$ cat src/sv/ccs_pkg.sv
// Shared widths, types, codes and helpers for the conic curve stepper.
`timescale 1ns / 1ps

package ccs_pkg;

	localparam int COORD_BITS = 13;
	localparam int COEF_BITS  = 24;
	localparam int ACC_BITS   = 48;
	localparam int POS_BITS   = COORD_BITS + 1;
	localparam int PIX_BITS   = COORD_BITS + 2;
	localparam int PROD_BITS  = COEF_BITS + COORD_BITS + 1;

	typedef logic signed [COORD_BITS-1:0] coord_t;
	typedef logic        [COORD_BITS-1:0] ucoord_t;
	typedef logic        [COEF_BITS-1:0]  coef_t;
	typedef logic signed [ACC_BITS-1:0]   acc_t;
	typedef logic        [ACC_BITS-1:0]   uacc_t;
	typedef logic signed [POS_BITS-1:0]   pos_t;
	typedef logic signed [PIX_BITS-1:0]   pix_t;
	typedef logic signed [PROD_BITS-1:0]  prod_t;
	typedef logic        [1:0]            cnt_t;

	typedef enum logic {
		ACT_LOAD = 1'b0,
		ACT_STEP = 1'b1
	} action_t;

	// End margin and hit count for a closed loop and for an open arc
	localparam cnt_t MARGIN_LOOP = 2'd1;
	localparam cnt_t MARGIN_OPEN = 2'd3;

	function automatic uacc_t acc_mag(input acc_t v);
		uacc_t r;
		if (v[ACC_BITS-1]) begin
			r = uacc_t'(-v);
		end else begin
			r = uacc_t'(v);
		end
		return r;
	endfunction

endpackage

$ cat src/sv/conic_curve_stepper.sv
// Eight-neighbour conic curve stepper: one pixel per step request while a curve runs.
`timescale 1ns / 1ps

// A step request passes the input register and then the output register before its
//   pixel is on the outputs; load requests give no result.
// Throughput: one request per cycle; a step stalls only while the output register
//   holds a pixel that is not taken. The step logic is a single pass of adds,
//   magnitudes and compares between the input register and the state/output.
// A load spends two 25x13 multiplies that seed the gradients in the same pass.
// Reset (arst_n low, asynchronous): idle, both registers empty, no curve loaded.
module conic_curve_stepper (
	input  logic             clk,
	input  logic             arst_n,
	input  logic             in_valid,
	output logic             in_ready,
	input  logic             action,
	input  ccs_pkg::coord_t  start_x,
	input  ccs_pkg::coord_t  start_y,
	input  ccs_pkg::coord_t  end_x,
	input  ccs_pkg::coord_t  end_y,
	input  logic             clockwise,
	input  ccs_pkg::coef_t   coef_a,
	input  ccs_pkg::coef_t   coef_b,
	input  ccs_pkg::ucoord_t centre_x,
	input  ccs_pkg::ucoord_t centre_y,
	output logic             out_valid,
	input  logic             out_ready,
	output ccs_pkg::pix_t    pixel_x,
	output ccs_pkg::pix_t    pixel_y,
	output logic             last
);
	import ccs_pkg::*;

	// Input register
	logic    valid_s1;
	action_t action_s1;
	coord_t  start_x_s1, start_y_s1, end_x_s1, end_y_s1;
	logic    clockwise_s1;
	coef_t   coef_a_s1, coef_b_s1;
	ucoord_t centre_x_s1, centre_y_s1;

	// Curve state
	logic    running_q;
	pos_t    cur_x_q, cur_y_q;
	acc_t    grad_x_q, grad_y_q, err_q;
	cnt_t    hits_q, margin_q;
	coord_t  end_x_q, end_y_q;
	logic    cw_q;
	coef_t   a_q, b_q;
	ucoord_t cx_q, cy_q;

	// Output register
	logic    out_valid_q;
	pix_t    pixel_x_q, pixel_y_q;
	logic    last_q;

	logic    is_step, emit, advance;

	// Load datapath
	prod_t   prod_x, prod_y;
	acc_t    grad_x_load, grad_y_load;
	logic    coef_zero;
	cnt_t    margin_load;

	// Step datapath
	acc_t    a_acc, b_acc, two_a, two_b;
	logic    neg_dx, neg_dy;
	acc_t    term_x, term_y, fx, fy, fxy;
	uacc_t   mag_x, mag_y, mag_xy;
	logic    move_x, move_y;
	acc_t    err_next;
	pos_t    step_x, step_y, cur_x_next, cur_y_next;
	acc_t    grad_x_next, grad_y_next;
	pix_t    pix_x_d, pix_y_d, ex, ey, m_ext;
	logic    near;
	cnt_t    hits_dec;
	logic    done;

	// Handshake: a step that emits waits for room in the output register;
	// loads and idle steps drain freely.
	assign is_step  = (action_s1 == ACT_STEP);
	assign emit     = valid_s1 && is_step && running_q;
	assign advance  = valid_s1 && (!emit || !out_valid_q || out_ready);
	assign in_ready = !valid_s1 || advance;

	// Seed gradients 2*a*x and 2*b*y from the start point
	always_comb begin
		prod_x      = prod_t'($signed({1'b0, coef_a_s1})) * prod_t'(start_x_s1);
		prod_y      = prod_t'($signed({1'b0, coef_b_s1})) * prod_t'(start_y_s1);
		grad_x_load = acc_t'(prod_x) <<< 1;
		grad_y_load = acc_t'(prod_y) <<< 1;
		coef_zero   = (coef_a_s1 == '0) || (coef_b_s1 == '0);
		// Start on the end point means a full loop: tight margin, single hit
		margin_load = (start_x_s1 == end_x_s1 && start_y_s1 == end_y_s1) ?
			MARGIN_LOOP : MARGIN_OPEN;
	end

	// One step: try the x move, the y move and the diagonal, keep the one
	// with the smallest error magnitude (ties go to diagonal, then y).
	always_comb begin
		a_acc  = acc_t'(a_q);
		b_acc  = acc_t'(b_q);
		two_a  = a_acc <<< 1;
		two_b  = b_acc <<< 1;
		// Direction of each move follows the sign of the other gradient
		neg_dx = cw_q ^ grad_y_q[ACC_BITS-1];
		neg_dy = ~(cw_q ^ grad_x_q[ACC_BITS-1]);
		term_x = neg_dx ? -grad_x_q : grad_x_q;
		term_y = neg_dy ? -grad_y_q : grad_y_q;
		fx     = err_q + term_x + a_acc;
		fy     = err_q + term_y + b_acc;
		fxy    = fx + fy - err_q;
		mag_x  = acc_mag(fx);
		mag_y  = acc_mag(fy);
		mag_xy = acc_mag(fxy);

		if (mag_xy <= mag_x && mag_xy <= mag_y) begin
			move_x   = 1'b1;
			move_y   = 1'b1;
			err_next = fxy;
		end else if (mag_y <= mag_x) begin
			move_x   = 1'b0;
			move_y   = 1'b1;
			err_next = fy;
		end else begin
			move_x   = 1'b1;
			move_y   = 1'b0;
			err_next = fx;
		end

		step_x     = !move_x ? '0 : (neg_dx ? '1 : pos_t'(1));
		step_y     = !move_y ? '0 : (neg_dy ? '1 : pos_t'(1));
		cur_x_next = cur_x_q + step_x;
		cur_y_next = cur_y_q + step_y;

		grad_x_next = grad_x_q;
		if (move_x) begin
			grad_x_next = neg_dx ? grad_x_q - two_a : grad_x_q + two_a;
		end
		grad_y_next = grad_y_q;
		if (move_y) begin
			grad_y_next = neg_dy ? grad_y_q - two_b : grad_y_q + two_b;
		end

		// Pixel at the position before the move; frame y runs downward
		pix_x_d = pix_t'({2'b00, cx_q}) + pix_t'(cur_x_q);
		pix_y_d = pix_t'({2'b00, cy_q}) - pix_t'(cur_y_q);

		// Count a hit when the new position lies inside the end margin
		ex       = pix_t'(cur_x_next) - pix_t'(end_x_q);
		ey       = pix_t'(cur_y_next) - pix_t'(end_y_q);
		m_ext    = pix_t'(margin_q);
		near     = (ex < m_ext) && (ex > -m_ext) && (ey < m_ext) && (ey > -m_ext);
		hits_dec = hits_q - cnt_t'(1);
		done     = near && (hits_dec == '0);
	end

	// Control registers
	always_ff @(posedge clk or negedge arst_n) begin
		if (!arst_n) begin
			valid_s1    <= 1'b0;
			running_q   <= 1'b0;
			out_valid_q <= 1'b0;
		end else begin
			if (in_ready) begin
				valid_s1 <= in_valid;
			end
			if (advance && !is_step) begin
				running_q <= !coef_zero;
			end else if (advance && emit && done) begin
				running_q <= 1'b0;
			end
			if (advance && emit) begin
				out_valid_q <= 1'b1;
			end else if (out_ready) begin
				out_valid_q <= 1'b0;
			end
		end
	end

	// Payload: input capture, curve state and result
	always_ff @(posedge clk) begin
		if (in_ready && in_valid) begin
			action_s1    <= action_t'(action);
			start_x_s1   <= start_x;
			start_y_s1   <= start_y;
			end_x_s1     <= end_x;
			end_y_s1     <= end_y;
			clockwise_s1 <= clockwise;
			coef_a_s1    <= coef_a;
			coef_b_s1    <= coef_b;
			centre_x_s1  <= centre_x;
			centre_y_s1  <= centre_y;
		end

		if (advance && !is_step) begin
			// Latch the curve; the walk state matters only once running
			end_x_q  <= end_x_s1;
			end_y_q  <= end_y_s1;
			cw_q     <= clockwise_s1;
			a_q      <= coef_a_s1;
			b_q      <= coef_b_s1;
			cx_q     <= centre_x_s1;
			cy_q     <= centre_y_s1;
			cur_x_q  <= pos_t'(start_x_s1);
			cur_y_q  <= pos_t'(start_y_s1);
			grad_x_q <= grad_x_load;
			grad_y_q <= grad_y_load;
			err_q    <= '0;
			margin_q <= margin_load;
			hits_q   <= margin_load;
		end else if (advance && emit) begin
			cur_x_q   <= cur_x_next;
			cur_y_q   <= cur_y_next;
			grad_x_q  <= grad_x_next;
			grad_y_q  <= grad_y_next;
			err_q     <= err_next;
			if (near) begin
				hits_q <= hits_dec;
			end
			pixel_x_q <= pix_x_d;
			pixel_y_q <= pix_y_d;
			last_q    <= done;
		end
	end

	assign out_valid = out_valid_q;
	assign pixel_x   = pixel_x_q;
	assign pixel_y   = pixel_y_q;
	assign last      = last_q;

endmodule
$ cat config.mk
export PLATFORM = sky130hd
export DESIGN_NAME = conic_curve_stepper
export DESIGN_NICKNAME = d
export VERILOG_FILES = /design/src/sv/ccs_pkg.sv /design/src/sv/conic_curve_stepper.sv
export SDC_FILE = /design/constraint.sdc
export NUM_CORES = 2
export LEC_CHECK = 0
export ABC_AREA = 1
export BUFFER_PORTS_ARGS = -buffer_cell sky130_fd_sc_hd__clkbuf_2
export CORE_ASPECT_RATIO = 0.75
export CORE_UTILIZATION = 40
export DETAILED_ROUTE_END_ITERATION = 7
export PLACE_DENSITY = 0.63
export SLEW_MARGIN = 20
export SYNTH_ARGS = -nofsm -noshare
export SYNTH_HDL_FRONTEND = slang
export SYNTH_SLANG_ARGS = --single-unit
$ cat constraint.sdc
create_clock -name clk -period 19 [get_ports clk]
set_input_delay 3.8 -clock clk [delete_from_list [all_inputs] [get_ports clk]]
set_output_delay 3.8 -clock clk [all_outputs]
set_load 0.01 [all_outputs]
==> metrics.txt <==
TritonCTS clock tree done; CTS resizes 0; drt pass-1 iters 7; postcts setup bufs 0; CP peak stage delay 0.75 ns; path category of the worst min-delay check flip-flop to flip-flop; # IOs 165; vias in the first global route 65400; Yosys warning count 0; sequential share of the synthesized area 17.8%; post-synthesis cell type count 81; final setup TNS 0 ns; Final Skew 0.0761 ns; worst reg2reg path depth 77; Initial Util 40.4%; antenna-violating nets left 0; count of final setup violators 0; Min-Delay Endpoint cx_q[11]; Critical Path Fanout Max 26; clock sink count 436; initial antenna violation count 16; Synth Instances 9849; core outline area 0.176 sq mm; CP bufs+invs 10; Avg Cell Area, Syn 7.19 sq um; Worst Path Arrival 16.93 ns; global-route wire length before repair 418000 um; EDFF count, synth 385; Slew Viols, Final 0; hold depth 0; DIE WIDTH 488 um; Layout area overhead 7.86%; Port Buffers 164; Final Hold Viols 0; R2R setup slack 2.48 ns; CTS max path bufs 3; startpoint class of the critical path flip-flop; Post-synth ARST share 0.688%; pre-CTS setup slack 2.91 ns; CP required 19.41 ns; via count 67700; die area 0.179 sq mm; GPL Wtd Cong 1.04; hold_sp centre_x_s1[11]; DRC violations left 0; CTS H-tree lvls 2; reg-to-reg startpoint grad_y_q[2]; Max Freq 0.0605 GHz; Final WS setup 2.48 ns; cts hold-fix bufs 0; worst-skew pair later-pin latency 0.73 ns; #FFs+latches synth 436; CP max-delay cell xor2_1; RSZ-0062 raised after global routing false; ys flop type edfxtp_1; clk slew on worst S/H paths 0.06 ns; largest net degree at the start of global routing 128; worst reg2reg endpoint hits_q[1]; delay-heaviest family, CP simple AND/OR/NAND/NOR gates; CTS root buf clkbuf_16; fin crit share 87.0%; # fillers 18200; worst rel slew slack 13.9%; Synth Cell Area 0.0709 sq mm; total track usage 31.2%; actual slew at the worst max-slew pin 1.29 ns; Worst Setup End Kind flip-flop; layout cell share with drive strength beyond 1 5.53%; Routed WL per cell 22.8 um; Final #Nets 11400; Overflow after GRT 0; chip height 367 um; final WL 281000 um; Top cell by count, worst path nand2_1; Cell Rows 133; minimum clock period 16.52 ns; Num CTS Buffers 57; Mapped Nets 11300; critical path class flip-flop to flip-flop; Initial DRC Count 8210; Post-DP HPWL 237000 um; maximum capacitance violations 0; final core occ 43.5%; via/cell ratio 5.48; outcome finished, final reports clean
==> final cells by class <==
cell class	count	area [sq um]	share of cell area [%]
Antenna cell	6	15.0	0.0196
Clock buffer	69	1510	1.98
Clock inverter	38	477	0.624
Inverter	1899	7130	9.33
Multi-Input combinational cell	7292	50300	65.8
Sequential cell	436	12600	16.5
Tap cell	2362	2960	3.87
Timing Repair Buffer	245	1440	1.89
==> synth_stat cells (31+ instances only) <==
| master | number | share of area [%] |
|---|---|---|
| a21o_1 | 31 | 0.33 |
| a21oi_1 | 572 | 4.0 |
| a31oi_1 | 102 | 0.90 |
| buf_1 | 33 | 0.17 |
| clkbuf_1 | 168 | 0.89 |
| dfxtp_1 | 48 | 1.4 |
| edfxtp_1 | 385 | 16 |
| fa_1 | 585 | 17 |
| ha_1 | 737 | 13 |
| inv_1 | 1881 | 10 |
| nand2_1 | 2411 | 13 |
| nand3_1 | 343 | 2.4 |
| nand3b_1 | 31 | 0.33 |
| nand4_1 | 98 | 0.87 |
| nor2_1 | 850 | 4.5 |
| nor3_1 | 107 | 0.76 |
| nor4_1 | 43 | 0.38 |
| o21ai_0 | 455 | 3.2 |
| or2_2 | 63 | 0.56 |
| xnor2_1 | 128 | 1.6 |
| xor2_1 | 311 | 3.8 |
==> registers in the layout, indices dropped and copies added (netlist names), 14 cells and up <==
name       cells
a_q           24
b_q           24
coef_a_s1     24
coef_b_s1     24
cur_x_q       14
cur_y_q       14
err_q         48
grad_x_q      47
grad_y_q      47
pixel_x       15
pixel_y       15
==> cells by family after synthesis <==
group           Yosys count  share of synthesized area [%]
simple gates           4070                           23.9
buf+inv                2121                           11.3
compound gates         1441                           11.6
fa+ha+maj              1322                           29.5
xor+xnor                457                           5.84
flops                   436                           17.8
mux                       2                         0.0318
==> worst register-to-register path: cells and delay by family, from the launching register on <==
family | cells | cell delay [ns]
xor gates and xnor gates | 5 | 1.73
adders and majority gates | 8 | 2.55
AOI/OAI and AO/OA | 8 | 2.03
buffers and inverters | 10 | 1.09
and+or+nand+nor | 46 | 8.36
DFF | 1 | 0.45
==> routing by layer <==
layer,up-vias,track usage [%],wire (um)
met5,-,0,27
met4,4,7.13,6680
met3,293,7.06,30300
met2,3035,43.6,111000
met1,32800,47.8,133000
li1,31600,-,-
==> cell usage in the layout, fill, tap and decap left out, types with 31 or more instances in the layout <==
cell / count
inv_1: 1877
edfxtp_1: 385
xor2_1: 311
nor2_1: 847
nand3_1: 343
nand2_1: 2411
a31oi_1: 102
or2_2: 63
dfxtp_1: 48
fa_1: 585
xnor2_1: 127
clkbuf_2: 164
nand4_1: 98
clkbuf_16: 58
a21oi_1: 572
nor3_1: 107
o21ai_0: 453
nand3b_1: 31
a21o_1: 31
buf_4: 80
ha_1: 737
nor4_1: 43
==> per-stage QoR <==
stage / cell area [sq um] / instances / hold slack [ns]
2_1_floorplan: 70900 / 9849 / 0.400
3_3_place_gp: 74400 / 12200 / 0.403
3_5_place_dp: 74400 / 12200 / 0.405
4_1_cts: 76400 / 12300 / 0.415
5_1_grt: 76400 / 12300 / 0.418
6_report: 76400 / 12300 / 0.417
==> how the worst max path moves through the flow <==
stage                     start  cells after the start  slack [ns]      endpoint
floorplan           grad_x_q[2]                     58        6.82  grad_y_q[10]
global placement    grad_x_q[2]                     79        2.63     hits_q[0]
detailed placement  grad_y_q[1]                     78        2.91     hits_q[0]
CTS                 grad_y_q[1]                     78        2.84     hits_q[1]
global route        grad_y_q[2]                     76        1.45     hits_q[1]
finish              grad_y_q[2]                     77        2.48     hits_q[1]
Power is left out: the tool's default activity adds up to more than one toggle a clock period on the data nets, which glitch-free logic cannot reach.
